**config.mk**
```make
export PLATFORM = sky130hd
export DESIGN_NAME = settings_record_parser
export DESIGN_NICKNAME = d
export VERILOG_FILES = /design/src/srp_pkg.sv /design/src/settings_record_parser.sv
export VERILOG_INCLUDE_DIRS = /design/src /design/src/src
export SDC_FILE = /design/constraint.sdc
export NUM_CORES = 1
export LEC_CHECK = 0
export BUFFER_PORTS_ARGS = -buffer_cell sky130_fd_sc_hd__buf_2
export CELL_PAD_IN_SITES_DETAIL_PLACEMENT = 0
export CELL_PAD_IN_SITES_GLOBAL_PLACEMENT = 2
export CORE_MARGIN = 8
export CORE_UTILIZATION = 31
export DETAILED_ROUTE_END_ITERATION = 10
export PLACE_DENSITY = 0.77
export SETUP_SLACK_MARGIN = 0.3
export SYNTH_ARGS = -nofsm -noshare
export SYNTH_HDL_FRONTEND = slang
export SYNTH_SLANG_ARGS = --single-unit
```
**constraint.sdc**
```tcl
create_clock -name clk -period 20 [get_ports clk]
set_input_delay 1 -clock clk [delete_from_list [all_inputs] [get_ports clk]]
set_output_delay 1 -clock clk [all_outputs]
set_load 0.03 [all_outputs]
```
**src/settings_record_parser_macros.svh**
```systemverilog
// Assertion macros for the settings record parser.
`ifndef SETTINGS_RECORD_PARSER_MACROS_SVH
`define SETTINGS_RECORD_PARSER_MACROS_SVH

// Same-cycle implication, checked at every clock edge outside reset.
`define SRP_ASSERT_NOW(lbl, ante, cons) \
	lbl: assert property (@(posedge clk) disable iff (!arst_n) (ante) |-> (cons)) \
		else $error("settings_record_parser: check failed");

// Implication into the following clock cycle.
`define SRP_ASSERT_NEXT(lbl, ante, cons) \
	lbl: assert property (@(posedge clk) disable iff (!arst_n) (ante) |=> (cons)) \
		else $error("settings_record_parser: check failed");

`endif

```
**src/srp_pkg.sv**
```systemverilog
// Types and constants of the settings record parser.
package srp_pkg;

	// Keyer mode codes as reported on the result word.
	typedef enum logic [1:0] {
		MODE_IAMBIC_A  = 2'd0,
		MODE_IAMBIC_B  = 2'd1,
		MODE_ULTIMATIC = 2'd2,
		MODE_STRAIGHT  = 2'd3
	} key_style_t;

	// Configuration register indexes.
	typedef enum logic [2:0] {
		REG_MIN_OSC_FREQ     = 3'd0,
		REG_MAX_OSC_FREQ     = 3'd1,
		REG_DEFAULT_OSC_FREQ = 3'd2,
		REG_MIN_SPEED        = 3'd3,
		REG_MAX_SPEED        = 3'd4,
		REG_DEFAULT_SPEED    = 3'd5,
		REG_DEFAULT_MODE     = 3'd6
	} reg_index_t;

	localparam int unsigned FREQ_W  = 27;
	localparam int unsigned SPEED_W = 7;
	localparam int unsigned POS_W   = 5;
	localparam int unsigned CFG_W   = 27;

	// "T2S " read as a little-endian word: the first byte is the low byte.
	localparam logic [31:0] MAGIC_WORD = 32'h2053_3254;
	localparam logic [POS_W-1:0] MAGIC_LEN = 5'd4;

	localparam logic [FREQ_W-1:0] FREQ_SAT = 27'h7FF_FFFF;

	localparam logic [7:0] ASCII_SPACE    = 8'h20;
	localparam logic [7:0] ASCII_ZERO     = 8'h30;
	localparam logic [7:0] ASCII_NINE     = 8'h39;
	localparam logic [7:0] ASCII_A        = 8'h41;
	localparam logic [7:0] ASCII_B        = 8'h42;
	localparam logic [7:0] ASCII_U        = 8'h55;
	localparam logic [7:0] ASCII_S        = 8'h53;
	localparam logic [7:0] ASCII_CASE_BIT = 8'h20;

	localparam logic [FREQ_W-1:0]  RST_MIN_OSC_FREQ     = 27'd0;
	localparam logic [FREQ_W-1:0]  RST_MAX_OSC_FREQ     = 27'd99999999;
	localparam logic [FREQ_W-1:0]  RST_DEFAULT_OSC_FREQ = 27'd27000000;
	localparam logic [SPEED_W-1:0] RST_MIN_SPEED        = 7'd5;
	localparam logic [SPEED_W-1:0] RST_MAX_SPEED        = 7'd40;
	localparam logic [SPEED_W-1:0] RST_DEFAULT_SPEED    = 7'd18;

endpackage

```
**src/settings_record_parser.sv**
```systemverilog
// Settings record parser: byte-wise parse and range check of a stored settings record.
`include "settings_record_parser_macros.svh"

// The block takes a stored ASCII settings record one byte per word: "T2S ", FREQ_DIGITS
// crystal-frequency digits, a space, a keyer-mode letter (A, B, U or S, either case), a
// space and two speed digits, FREQ_DIGITS + 9 bytes in all. A word with restart high is
// taken as the first byte of a new record; after the last byte a new record starts on its
// own. Exactly one result word is given per record, on its last byte: the parsed values
// with from_record high when the magic bytes, spaces, mode letter and both ranges pass,
// otherwise the default registers with from_record low. A non-digit anywhere in a digit
// field turns that field into zero; the frequency saturates at 2^27 - 1. In straight-key
// mode the speed reads 0 and is not range checked. The block accepts one byte every clock
// cycle: each byte sits in an input register, and combinational parse logic (a compare,
// a multiply-by-ten accumulate and, on the last byte, the range compares) writes the
// parse state and, for the last byte, the result register. The result register lets the
// next byte in while a result is still waiting; the input side stalls only while the
// input register holds a byte and the result register is full and stalled. The result
// word is held in the result register, behind the input register. Registers are written
// through the cfg port and should only be changed while no record is in flight.
module settings_record_parser #(
	parameter int unsigned FREQ_DIGITS = 8
) (
	input  logic                          clk,
	input  logic                          arst_n,

	input  logic                          rec_valid,
	output logic                          rec_stall,
	input  logic [7:0]                    rec_byte,
	input  logic                          restart,

	output logic                          res_valid,
	input  logic                          res_stall,
	output logic [srp_pkg::FREQ_W-1:0]    osc_freq,
	output logic [1:0]                    key_style,
	output logic [srp_pkg::SPEED_W-1:0]   speed_wpm,
	output logic                          from_record,

	input  logic                          cfg_write,
	input  logic [2:0]                    cfg_index,
	input  logic [srp_pkg::CFG_W-1:0]     cfg_data
);

	// Byte positions within one record.
	localparam int unsigned REC_LEN = FREQ_DIGITS + 9;
	localparam logic [srp_pkg::POS_W-1:0] POS_SPACE1 = srp_pkg::POS_W'(4 + FREQ_DIGITS);
	localparam logic [srp_pkg::POS_W-1:0] POS_MODE   = srp_pkg::POS_W'(5 + FREQ_DIGITS);
	localparam logic [srp_pkg::POS_W-1:0] POS_SPACE2 = srp_pkg::POS_W'(6 + FREQ_DIGITS);
	localparam logic [srp_pkg::POS_W-1:0] POS_SPD0   = srp_pkg::POS_W'(7 + FREQ_DIGITS);
	localparam logic [srp_pkg::POS_W-1:0] POS_SPD1   = srp_pkg::POS_W'(8 + FREQ_DIGITS);
	localparam logic [srp_pkg::POS_W-1:0] POS_LAST   = srp_pkg::POS_W'(REC_LEN - 1);

	// Configuration registers.
	logic [srp_pkg::FREQ_W-1:0]  min_osc_freq_q;
	logic [srp_pkg::FREQ_W-1:0]  max_osc_freq_q;
	logic [srp_pkg::FREQ_W-1:0]  default_osc_freq_q;
	logic [srp_pkg::SPEED_W-1:0] min_speed_q;
	logic [srp_pkg::SPEED_W-1:0] max_speed_q;
	logic [srp_pkg::SPEED_W-1:0] default_speed_q;
	logic [1:0]                  default_mode_q;

	always_ff @(posedge clk or negedge arst_n) begin
		if (!arst_n) begin
			min_osc_freq_q     <= srp_pkg::RST_MIN_OSC_FREQ;
			max_osc_freq_q     <= srp_pkg::RST_MAX_OSC_FREQ;
			default_osc_freq_q <= srp_pkg::RST_DEFAULT_OSC_FREQ;
			min_speed_q        <= srp_pkg::RST_MIN_SPEED;
			max_speed_q        <= srp_pkg::RST_MAX_SPEED;
			default_speed_q    <= srp_pkg::RST_DEFAULT_SPEED;
			default_mode_q     <= srp_pkg::MODE_IAMBIC_A;
		end else if (cfg_write) begin
			case (cfg_index)
				srp_pkg::REG_MIN_OSC_FREQ:     min_osc_freq_q     <= cfg_data;
				srp_pkg::REG_MAX_OSC_FREQ:     max_osc_freq_q     <= cfg_data;
				srp_pkg::REG_DEFAULT_OSC_FREQ: default_osc_freq_q <= cfg_data;
				srp_pkg::REG_MIN_SPEED:     min_speed_q     <= cfg_data[srp_pkg::SPEED_W-1:0];
				srp_pkg::REG_MAX_SPEED:     max_speed_q     <= cfg_data[srp_pkg::SPEED_W-1:0];
				srp_pkg::REG_DEFAULT_SPEED: default_speed_q <= cfg_data[srp_pkg::SPEED_W-1:0];
				srp_pkg::REG_DEFAULT_MODE:  default_mode_q  <= cfg_data[1:0];
				default: ;
			endcase
		end
	end

	// Input register stage.
	logic       valid_s1;
	logic [7:0] byte_s1;
	logic       restart_s1;
	logic       adv_s1;

	// The byte in the input register moves on unless the result register is held.
	assign adv_s1    = valid_s1 && !(res_valid && res_stall);
	assign rec_stall = valid_s1 && res_valid && res_stall;

	always_ff @(posedge clk or negedge arst_n) begin
		if (!arst_n) begin
			valid_s1 <= 1'b0;
		end else if (!rec_stall) begin
			valid_s1 <= rec_valid;
		end
	end

	always_ff @(posedge clk) begin
		if (rec_valid && !rec_stall) begin
			byte_s1    <= rec_byte;
			restart_s1 <= restart;
		end
	end

	// Parse state.
	logic [srp_pkg::POS_W-1:0]   pos_q;
	logic                        frame_ok_q;
	logic [srp_pkg::FREQ_W-1:0]  freq_acc_q;
	logic                        freq_bad_q;
	logic [1:0]                  mode_code_q;
	logic                        mode_ok_q;
	logic [srp_pkg::SPEED_W-1:0] speed_acc_q;
	logic                        speed_bad_q;

	// State as seen by the current byte: a restart clears it first.
	logic [srp_pkg::POS_W-1:0]   cur_pos;
	logic                        cur_frame_ok;
	logic [srp_pkg::FREQ_W-1:0]  cur_freq_acc;
	logic                        cur_freq_bad;
	logic [1:0]                  cur_mode_code;
	logic                        cur_mode_ok;
	logic [srp_pkg::SPEED_W-1:0] cur_speed_acc;
	logic                        cur_speed_bad;

	// State after the current byte.
	logic                        nxt_frame_ok;
	logic [srp_pkg::FREQ_W-1:0]  nxt_freq_acc;
	logic                        nxt_freq_bad;
	logic [1:0]                  nxt_mode_code;
	logic                        nxt_mode_ok;
	logic [srp_pkg::SPEED_W-1:0] nxt_speed_acc;
	logic                        nxt_speed_bad;

	logic                        is_digit;
	logic [3:0]                  digit_val;
	logic [7:0]                  magic_byte;
	logic [7:0]                  lower_byte;
	logic [30:0]                 freq_mac;
	logic [10:0]                 speed_mac;
	logic                        is_last;

	logic [srp_pkg::FREQ_W-1:0]  fin_freq;
	logic [srp_pkg::SPEED_W-1:0] fin_speed;
	logic                        fin_straight;
	logic                        fin_ok;

	always_comb begin
		cur_pos       = restart_s1 ? '0 : pos_q;
		cur_frame_ok  = restart_s1 ? 1'b1 : frame_ok_q;
		cur_freq_acc  = restart_s1 ? '0 : freq_acc_q;
		cur_freq_bad  = restart_s1 ? 1'b0 : freq_bad_q;
		cur_mode_code = restart_s1 ? srp_pkg::MODE_IAMBIC_A : mode_code_q;
		cur_mode_ok   = restart_s1 ? 1'b0 : mode_ok_q;
		cur_speed_acc = restart_s1 ? '0 : speed_acc_q;
		cur_speed_bad = restart_s1 ? 1'b0 : speed_bad_q;

		is_digit   = (byte_s1 >= srp_pkg::ASCII_ZERO) && (byte_s1 <= srp_pkg::ASCII_NINE);
		digit_val  = 4'(byte_s1 - srp_pkg::ASCII_ZERO);
		magic_byte = 8'(srp_pkg::MAGIC_WORD >> {cur_pos[1:0], 3'b000});
		lower_byte = byte_s1 | srp_pkg::ASCII_CASE_BIT;

		// Multiply by ten as two shifts and an add.
		freq_mac  = {1'b0, cur_freq_acc, 3'b000} + {3'b000, cur_freq_acc, 1'b0}
			+ {27'd0, digit_val};
		speed_mac = {1'b0, cur_speed_acc, 3'b000} + {3'b000, cur_speed_acc, 1'b0}
			+ {7'd0, digit_val};

		nxt_frame_ok  = cur_frame_ok;
		nxt_freq_acc  = cur_freq_acc;
		nxt_freq_bad  = cur_freq_bad;
		nxt_mode_code = cur_mode_code;
		nxt_mode_ok   = cur_mode_ok;
		nxt_speed_acc = cur_speed_acc;
		nxt_speed_bad = cur_speed_bad;

		if (cur_pos < srp_pkg::MAGIC_LEN) begin
			if (byte_s1 != magic_byte) begin
				nxt_frame_ok = 1'b0;
			end
		end else if (cur_pos < POS_SPACE1) begin
			if (!is_digit) begin
				nxt_freq_bad = 1'b1;
			end else if (!cur_freq_bad) begin
				nxt_freq_acc = (freq_mac > {4'd0, srp_pkg::FREQ_SAT}) ?
					srp_pkg::FREQ_SAT : freq_mac[srp_pkg::FREQ_W-1:0];
			end
		end else if (cur_pos == POS_SPACE1 || cur_pos == POS_SPACE2) begin
			if (byte_s1 != srp_pkg::ASCII_SPACE) begin
				nxt_frame_ok = 1'b0;
			end
		end else if (cur_pos == POS_MODE) begin
			nxt_mode_ok = 1'b1;
			case (lower_byte)
				(srp_pkg::ASCII_A | srp_pkg::ASCII_CASE_BIT): nxt_mode_code = srp_pkg::MODE_IAMBIC_A;
				(srp_pkg::ASCII_B | srp_pkg::ASCII_CASE_BIT): nxt_mode_code = srp_pkg::MODE_IAMBIC_B;
				(srp_pkg::ASCII_U | srp_pkg::ASCII_CASE_BIT): nxt_mode_code = srp_pkg::MODE_ULTIMATIC;
				(srp_pkg::ASCII_S | srp_pkg::ASCII_CASE_BIT): nxt_mode_code = srp_pkg::MODE_STRAIGHT;
				default: begin
					nxt_mode_code = srp_pkg::MODE_IAMBIC_A;
					nxt_mode_ok   = 1'b0;
				end
			endcase
		end else if (cur_pos == POS_SPD0 || cur_pos == POS_SPD1) begin
			if (!is_digit) begin
				nxt_speed_bad = 1'b1;
			end else if (!cur_speed_bad) begin
				nxt_speed_acc = speed_mac[srp_pkg::SPEED_W-1:0];
			end
		end

		is_last = (cur_pos == POS_LAST);

		// Final checks, used only on the last byte of a record.
		fin_freq     = nxt_freq_bad ? '0 : nxt_freq_acc;
		fin_straight = (nxt_mode_code == srp_pkg::MODE_STRAIGHT);
		fin_speed    = (nxt_speed_bad || fin_straight) ? '0 : nxt_speed_acc;
		fin_ok       = nxt_frame_ok && nxt_mode_ok
			&& (fin_freq >= min_osc_freq_q) && (fin_freq <= max_osc_freq_q)
			&& (fin_straight
				|| ((fin_speed >= min_speed_q) && (fin_speed <= max_speed_q)));
	end

	always_ff @(posedge clk or negedge arst_n) begin
		if (!arst_n) begin
			pos_q       <= '0;
			frame_ok_q  <= 1'b1;
			freq_acc_q  <= '0;
			freq_bad_q  <= 1'b0;
			mode_code_q <= srp_pkg::MODE_IAMBIC_A;
			mode_ok_q   <= 1'b0;
			speed_acc_q <= '0;
			speed_bad_q <= 1'b0;
		end else if (adv_s1) begin
			if (is_last) begin
				// The record is complete; the next byte opens a new one.
				pos_q       <= '0;
				frame_ok_q  <= 1'b1;
				freq_acc_q  <= '0;
				freq_bad_q  <= 1'b0;
				mode_code_q <= srp_pkg::MODE_IAMBIC_A;
				mode_ok_q   <= 1'b0;
				speed_acc_q <= '0;
				speed_bad_q <= 1'b0;
			end else begin
				pos_q       <= cur_pos + 1'b1;
				frame_ok_q  <= nxt_frame_ok;
				freq_acc_q  <= nxt_freq_acc;
				freq_bad_q  <= nxt_freq_bad;
				mode_code_q <= nxt_mode_code;
				mode_ok_q   <= nxt_mode_ok;
				speed_acc_q <= nxt_speed_acc;
				speed_bad_q <= nxt_speed_bad;
			end
		end
	end

	// Result register.
	always_ff @(posedge clk or negedge arst_n) begin
		if (!arst_n) begin
			res_valid <= 1'b0;
		end else if (adv_s1 && is_last) begin
			res_valid <= 1'b1;
		end else if (!res_stall) begin
			res_valid <= 1'b0;
		end
	end

	always_ff @(posedge clk) begin
		if (adv_s1 && is_last) begin
			osc_freq    <= fin_ok ? fin_freq : default_osc_freq_q;
			key_style   <= fin_ok ? nxt_mode_code : default_mode_q;
			speed_wpm   <= fin_ok ? fin_speed : default_speed_q;
			from_record <= fin_ok;
		end
	end

	// Terms for the checks below.
	logic shows_defaults;
	logic straight_shown;

	assign shows_defaults = (osc_freq == default_osc_freq_q) && (key_style == default_mode_q)
		&& (speed_wpm == default_speed_q);
	assign straight_shown = res_valid && from_record && (key_style == srp_pkg::MODE_STRAIGHT);

	// The position counter never passes the last byte of a record.
	`SRP_ASSERT_NOW(a_pos_in_record, 1'b1, pos_q <= POS_LAST)
	// A byte that is not the last one never produces a result.
	`SRP_ASSERT_NEXT(a_no_early_result, adv_s1 && !is_last, !res_valid)
	// A rejected record shows exactly the default registers.
	`SRP_ASSERT_NOW(a_defaults_on_reject, res_valid && !from_record, shows_defaults)
	// A straight-key record always reports speed zero.
	`SRP_ASSERT_NOW(a_straight_speed, straight_shown, speed_wpm == '0)

endmodule

```
# --- Word level (Yosys, flattened, before mapping) ---
# Index checks and enable logic that the tools add are counted.
word_totals:
  register_bits: 197
  latchBits: 0
  mem_bits_rw: 0
  romBits: 0
  inputBits: 44
  out_inout_bits: 39
  elab_cells: 144
  memories: 0
op_classes:
  add_sub_neg: 6
  n_mul: 0
  div_mod_pow: 0
  magnitude_cmp: 9
  n_eq_ne: 19
  shifts: 1
  n_mux: 59
  n_bitwise: 0
  reduce_logical: 27
ops:
  columns: ["op", "count"]
  rows:
  - ["two-way mux 27 bit", 9]
  - ["two-way mux 7 bit", 11]
  - ["adder 30 x 28 -> 31 bit", 1]
  - ["adder 31 x 4 -> 31 bit", 1]
  - ["> comparator 31 x 27 -> 1 bit (second input constant)", 1]
  - [">> shifter 30 x 5 -> 8 bit (first input constant)", 1]
  - ["two-way mux 1 bit", 29]
  - ["== test 7 x 6 -> 1 bit (second input constant)", 4]
  - [">= comparator 27 bit", 1]
  - ["<= comparator 27 bit", 1]
  - ["== test 5 x 4 -> 1 bit (second input constant)", 4]
  - ["two-way mux 2 bit", 7]
  - ["AND reduction 2 bit", 7]
  - ["logical AND 1 bit", 12]
  - ["two-way mux 5 bit", 2]
  - ["== test 3 bit (second input constant)", 3]
  - [">= comparator 8 x 6 -> 1 bit (second input constant)", 1]
  - ["<= comparator 8 x 6 -> 1 bit (second input constant)", 1]
  - ["inequality test 8 x 6 -> 1 bit (second input constant)", 1]
  - ["inequality test 8 bit", 1]
  - ["adder 7 x 4 -> 7 bit", 1]
  - ["adder 7 bit", 1]
  - [">= comparator 7 bit", 1]
  - ["<= comparator 7 bit", 1]
  - ["14 further kinds", 19]

# --- Depth between registers and ports, before layout ---
# Gate-level depths: netlist of the first run.
logic_depth:
  word_depth: 16
  depth_mapped: 34
  depth_no_buf: 29

# --- Least setup slack after synthesis of the first run ---
# No wires, ideal clock.
synth_path:
  path_type: "reg-to-reg"
  start: "register restart_s1"
  end: "register osc_freq[10] (netlist name) (data pin)"
  arrival_time_ps: 7428
  slack_ps: 12312
  path_stages_with_launch: 34
  n_path_buf: 8
  synth_period_minus_slack_ps: 7688
  cell_sequence: "edfxtp_1 clkbuf_1 clkbuf_1 clkbuf_1 buf_1 clkbuf_1 nor2b_1 ha_1 ha_1 buf_2 a21oi_1 o21ai_1 a221oi_1 a21boi_0 o211a_1 nand4b_4 nor2_1 clkbuf_1 a21oi_1 a21oi_1 nor2_1 ha_1 a21o_1 a21o_1 a21o_1 a21oi_1 nor2b_1 or4b_2 nand2b_1 nand4b_1 o221a_1 o32ai_4 buf_6 mux2_4"
synth_between:
  elab_chain_cells: 16
synth_lines:
  columns: ["element", "line", "text"]
  rows:
  - ["start, declared", "settings_record_parser.sv:87", "logic restart_s1;"]
  - ["start signal, assigned", "settings_record_parser.sv:105", "restart_s1 <= restart;"]
  - ["branches (longest 15 deep; another with adder 30 x 28 -> 31 bit)", null, null]
  - ["two-way mux 27 bit (*)", "settings_record_parser.sv:274", "osc_freq <= fin_ok ? fin_freq : default_osc_freq_q;"]
  - ["end signal, assigned", "settings_record_parser.sv:274", null]
  - ["end, declared", "settings_record_parser.sv:33", "output logic [srp_pkg::FREQ_W-1:0] osc_freq,"]
# Every way passes the cells marked *.
# A chain may end at the register's enable or synchronous reset.

# --- Worst setup path after layout of the first run ---
layout_path:
  start: "register restart_s1"
  end: "register speed_wpm[4] (netlist name) (data pin)"
layout_between:
  elab_chain_cells: 16
layout_lines:
  columns: ["element", "line", "text"]
  rows:
  - ["branches (longest 15 deep; another with adder 30 x 28 -> 31 bit)", null, null]
  - ["two-way mux 7 bit (*)", "settings_record_parser.sv:276", "speed_wpm <= fin_ok ? fin_speed : default_speed_q;"]
  - ["end signal, assigned", "settings_record_parser.sv:276", null]
  - ["end, declared", "settings_record_parser.sv:35", "output logic [srp_pkg::SPEED_W-1:0] speed_wpm,"]
# Marked as above.

==> flow_summary.ini, run 1 <==
[pwr]
power_mw = 1.04
ir_worst_vdd_mv = 0.0565
p_leak_nw = 6.64
power_density_nw_per_um2 = 72.1

[global_route]
grt_use_total_pct = 15.2
antenna_found_initial = 0
grt_pass1_vias = 9930
grt-ovfl-total = 0
grt_pass1_wl_mm = 57.5
grt_max_degree = 98

[logic_synthesis]
syn_area_per_cell_um2 = 9.80
synthDistinctLibCells = 82
ys.flop_type = dfrtp_1
syn-instance-count = 1317
async_reset_ff_share_pct = 76.6
synth-edff-count = 46
ys_ff_latch = 197
syn_area_um2 = 12900
syn_nets = 1490
ys_warn_count = 0
ys_seq_area_share_pct = 40.4

[die]
start_util_pct = 31.5
rows = 74
fp.dieH_um = 220
dieWidth_um = 220
ios = 83
die-area_um2 = 48400
core_area_um2 = 40900

[clock_network]
ctsResizeCount = 0
cts_tree = done
insertion_delay_ns = 0.45
path_clk_slew_ns = 0.08
holdBufCountCts = 0
postCtsSetupBuffers = 0
h-tree-depth = 4
cts_buffer_depth = 2
cts_buffers = 17
root_buffer = clkbuf_16
cts_sinks = 197

[layout]
area_growth_pct = 12.1
final_cell_area_um2 = 14500
fin_util_pct = 35.3
final_common_cell = nand2_1
num-nets-final = 1548
final_cell_mix = nand2_1, ha_1, o21ai_0
diodes = 0
finalNonFillerCells = 1920
drive_above_1_share_pct = 19.2

[drt]
drc = 0
drt_iter0_markers = 493
wirelength_mm = 36.1
vias_per_cell = 5.05
drt_first_pass_iters = 5
via_count = 9698
ant_nets = 0
wire_per_inst_um = 18.8

[worst_setup_path]
cp-start-kind = flop
crit_fanout = 56
critPathKind = reg -> reg
crit_required_ns = 20.19
r2r_slack_ns = 12.34
max_stage_delay_ns = 0.51
worstPathArrival_ns = 7.86
crit_slowest_cell = buf_4
cp-end-kind = flop

[sta]
setup_viol = 0
drv_slew = 0
fin_crit_sh_pct = 38.3
skew_ns = 0.0116
final.setup.tns_ns = 0
tightest_slew_ns = 0.949
period_minus_slack_ns = 7.66
rsz0062_at_grt = no
hold_violations = 0
timing.fmax_ghz = 0.130
slew_headroom_pct = 36.7

[min_path]
hold_path_class = reg -> reg

[place]
port_buffers = 82
dp.cells = 1888
hpwl_mm = 27.2
placed_area_um2 = 13900
place.gp.congestion = 0.859

[job]
maxCapViolCount = 0

[status]
status = finished, final reports clean
## where the power goes
group / switching [mW] / internal (mW) / total (mW)
Combinational: 0.101 / 0.0839 / 0.185
Clock: 0.156 / 0.198 / 0.354
Sequential: 0.0273 / 0.477 / 0.504
Total: 0.285 / 0.759 / 1.04
## synthesized netlist by cell type (4+ instances only)
| library cell | instances | area [um2] |
|---|---|---|
| xor2_1 | 15 | 131 |
| nor3_1 | 17 | 85.1 |
| mux2_4 | 26 | 390 |
| edfxtp_1 | 46 | 1380 |
| mux2_2 | 58 | 653 |
| nand2_1 | 145 | 544 |
| clkbuf_1 | 45 | 169 |
| nand3_1 | 15 | 75.1 |
| xnor2_1 | 23 | 201 |
| a21boi_0 | 6 | 45.0 |
| o21a_1 | 9 | 67.6 |
| buf_2 | 7 | 35.0 |
| dfrtp_1 | 111 | 2780 |
| and2_1 | 8 | 50.1 |
| nand4b_1 | 7 | 61.3 |
| a22o_1 | 13 | 114 |
| a31oi_1 | 7 | 43.8 |
| nor2b_1 | 46 | 288 |
| and3_1 | 8 | 50.1 |
| nand2b_1 | 13 | 81.3 |
| o21ai_0 | 115 | 576 |
| or3_1 | 4 | 25.0 |
| inv_1 | 91 | 342 |
| mux2i_1 | 13 | 130 |
| a21o_1 | 26 | 195 |
| o211ai_1 | 7 | 52.6 |
| a22oi_1 | 4 | 30.0 |
| nand4_1 | 14 | 87.6 |
| nor3b_1 | 8 | 60.1 |
| o31ai_1 | 6 | 45.0 |
| o31a_1 | 4 | 35.0 |
| ha_1 | 126 | 1580 |
| nor2_1 | 76 | 285 |
| a21oi_1 | 82 | 410 |
| dfstp_2 | 40 | 1050 |
| maj3_1 | 4 | 40.0 |
## final timing paths
path / from / to / depth (start not counted)
worst max-delay path: restart_s1 / speed_wpm[4] / 32
worst min-delay path: freq_acc_q[3] / freq_acc_q[3] / 2
worst max register to register: restart_s1 / speed_wpm[4] / 32
worst min register to register: freq_acc_q[3] / freq_acc_q[3] / 2
max in group asynchronous: arst_n / min_speed_q[6] / 2
min in group asynchronous: arst_n / default_speed_q[0] / 1
## layer usage
layer | part of all wire, % | vias up | routed length, um | track usage, %
met4 | 1.5 | 0 | 546 | 4.18
li1 | - | 4780 | - | -
met5 | 0 | - | 0 | 0
met2 | 47 | 136 | 16900 | 24.3
met1 | 49 | 4749 | 17600 | 21.1
met3 | 2.8 | 33 | 1000 | 2.14
## state kept, by name (all words and copies together), names as in the netlist, 2 cells and up
register,cells
default_osc_freq_q,27
freq_acc_q,27
max_osc_freq_q,27
min_osc_freq_q,27
osc_freq,27
byte_s1,8
default_speed_q,7
max_speed_q,7
min_speed_q,7
speed_acc_q,7
speed_wpm,7
pos_q,5
default_mode_q,2
key_style,2
mode_code_q,2
## worst max-delay path: cells and delay by family (launching register included)
kind / cells / cell delay, ns
mux: 1 / 0.34
flops: 1 / 0.33
simple gates: 12 / 1.85
compound gates: 11 / 2.54
buf+inv: 4 / 1.07
fa+ha+maj: 3 / 1.04
xor+xnor: 1 / 0.20
## logic make-up after synthesis
family	synth area share (%)
buffers and inverters	4.61
DFF	40.4
and+or+nand+nor	14.5
muxes	9.09
xor gates and xnor gates	2.58
adders and majority gates	13.0
AOI/OAI and AO/OA	15.9
## per-stage QoR
stage,hold WS [ns],setup slack [ns]
finish,0.473,12.34
global route,0.493,11.88
CTS,0.481,12.40
detailed placement,0.465,12.46
global placement,0.456,12.50
floorplan,0.441,12.31
## layout make-up
class | instances | area [um2]
Fill cell | 4211 | 26500
Multi-Input combinational cell | 971 | 7130
Sequential cell | 197 | 5210
Tap cell | 532 | 666
Timing Repair Buffer | 97 | 529
Clock buffer | 21 | 440
Inverter | 91 | 342
Clock inverter | 11 | 151
Note: power is estimated with default switching activity, not from simulation.
==> run 2, diff against run 1 <==
ABC_AREA = 1   (was unset)
PLACE_DENSITY = 0.82   (was 0.77)
clock period = 7.7 ns   (was 20 ns; I/O delays follow)
==> run 2 against run 1 <==
The run now ends with negative hold slack left; design area grew 0.98%; critical path type unchanged; final cell count is 20% higher; setup slack lost 11 ns.
==> flow_summary.ini, run 2 <==
[sta]
holdWs_ns = -0.0284
hold_violations = 9
period_minus_slack_ns = 6.54
tightest_slew_ns = 1.01
skew_ns = 0.0186
final.setup.tns_ns = 0
drv_slew = 0
rsz0062_at_grt = no
timing.fmax_ghz = 0.153
slew_headroom_pct = 32.5
fin_crit_sh_pct = 85.0
setup_viol = 0

[place]
hpwl_mm = 28.1
port_buffers = 82
placed_area_um2 = 14000
place.gp.congestion = 0.847

[layout]
num-nets-final = 1922
diodes = 0
seq_area_um2 = 5210
nFillCells = 4514
final_cell_area_um2 = 14600
final_cell_mix = nand2_1, inv_1, nor2_1
area_growth_pct = 12.2
drive_above_1_share_pct = 11.9
multiInputGateArea_um2 = 6650
final_common_cell = nand2_1

[global_route]
antenna_found_initial = 0
grt_pass1_wl_mm = 60.1
grt_use_total_pct = 15.2
grt_pass1_vias = 11024
grt_max_degree = 82
grt-ovfl-total = 0

[min_path]
hold_path_class = in -> async

[clock_network]
root_buffer = clkbuf_16
path_clk_slew_ns = 0.08
cts_buffers = 17
cts_buffer_depth = 2
insertion_delay_ns = 0.45
cts_tree = done
cts_sinks = 197
h-tree-depth = 4
postCtsSetupBuffers = 0

[die]
start_util_pct = 31.3
core_area_um2 = 41700
fp.dieH_um = 221
dieWidth_um = 221
ios = 83
die-area_um2 = 48800
rows = 75

[drt]
wire_per_inst_um = 16.1
top_layer = met4
via_count = 11010
drt_first_pass_iters = 5
ant_nets = 0
vias_per_cell = 4.78
dr_wl_met2_mm = 16.8
wirelength_mm = 37.0
drc = 0
met3_wirelength_mm = 1.23
wl_met1_mm = 18.5
drt_iter0_markers = 684

[logic_synthesis]
syn-instance-count = 1686
synth_area_leaders = dfrtp_1, nand2_1, ha_1, edfxtp_1, dfstp_2
ys_ff_latch = 197
synth_top_area_cell = dfrtp_1
syn_area_um2 = 13000
ys.flop_type = dfrtp_1
syn_nets = 1859
syn_area_per_cell_um2 = 7.72
synthDistinctLibCells = 58
ys_seq_area_share_pct = 40.0
synth_common_cells = nand2_1, inv_1, nor2_1
ys_warn_count = 0
async_reset_ff_share_pct = 76.6
synth-edff-count = 46
netlist.area_leader.share_pct = 21.3
post-synth-top-count-cell = nand2_1

[worst_setup_path]
critPathKind = reg -> reg
cp-end-kind = flop
cp-start-kind = flop
worst_path_most_repeated_cell = nand2_1
r2r_slack_ns = 1.16
crit_fanout = 37
crit_required_ns = 7.91
path_buf_inv = 5
critical_path.top_delay_family = simple AND/OR/NAND/NOR gates
worstPathArrival_ns = 6.75
max_stage_delay_ns = 0.48
crit_slowest_cell = nor4_4

[status]
status = finished with violations
failed_checks = negative hold slack

[pwr]
power_density_nw_per_um2 = 181
ir_worst_vdd_mv = 0.141
p_leak_nw = 7.58

[job]
maxCapViolCount = 0
-- run 2: cell types whose count changed in the layout (fill, tap and decap cells not counted), sizes merged, moves of 46 or more --
cell / delta
inv: +170
nand3: +60
nand2: +315
nor2b: -46
mux2: -83
nor2: +77
-- run 2: layer usage --
layer  global-route usage [%]  vias up
met5                        0        -
met4                     3.66        0
met3                     2.38       29
met2                     24.4      183
met1                     21.1     5161
li1                         -     5637
-- run 2: cell families (layout without fill, tap and decap cells) --
family	after synthesis	count (layout)	synth area share (%)
AO/OA/AOI/OAI	308	308	13.4
XOR/XNOR	31	31	2.09
adder cells (fa/ha/maj)	129	129	12.6
buffers and inverters	303	379	9.06
flip-flops	197	197	40.0
multiplexers	1	1	0.0865
AND/OR/NAND/NOR	717	717	22.8
-- run 2: cell type report --
class	instances	area share [%]
clock inverter	15	1.33
sequential	197	35.7
inverter	255	6.57
clock buffer	17	2.91
multi-input combinational	1186	45.5
tap	539	4.62
timing repair buffer	92	3.37
-- run 2: final timing paths --
check                                           start                     to  depth (start not counted)
min in group clk                          rec_byte[2]             byte_s1[2]                          1
worst min-delay path                           arst_n     default_speed_q[5]                          1
worst min register to register  default_osc_freq_q[5]  default_osc_freq_q[5]                          2
worst max register to register             restart_s1           speed_wpm[4]                         30
worst max-delay path                       restart_s1           speed_wpm[4]                         30
max in group asynchronous                      arst_n      min_osc_freq_q[0]                          2
-- run 2: power by group --
part	switching [mW]	internal [mW]	total, mW
sequential	0.0631	1.22	1.28
clock	0.487	0.450	0.937
combinational	0.276	0.153	0.429
-- run 2: per-stage QoR --
step	power (mW)	hold slack, ns	util [%]	instances	setup slack (ns)
final	2.65	-0.0284	35.1	2301	1.16
after global routing	2.80	0.0256	35.1	2301	0.494
after CTS	2.68	0.00381	35.0	2301	0.937
after detailed placement	1.73	0.473	33.6	2269	0.910
after global placement	1.72	0.466	33.6	2269	0.973
after floorplan	1.59	0.0894	-	1686	2.04
-- run 2: what timing repair did --
item,4_1_cts,5_1_grt
gates resized for setup,0,1
setup endpoints to repair,0,1
hold buffers,0,0
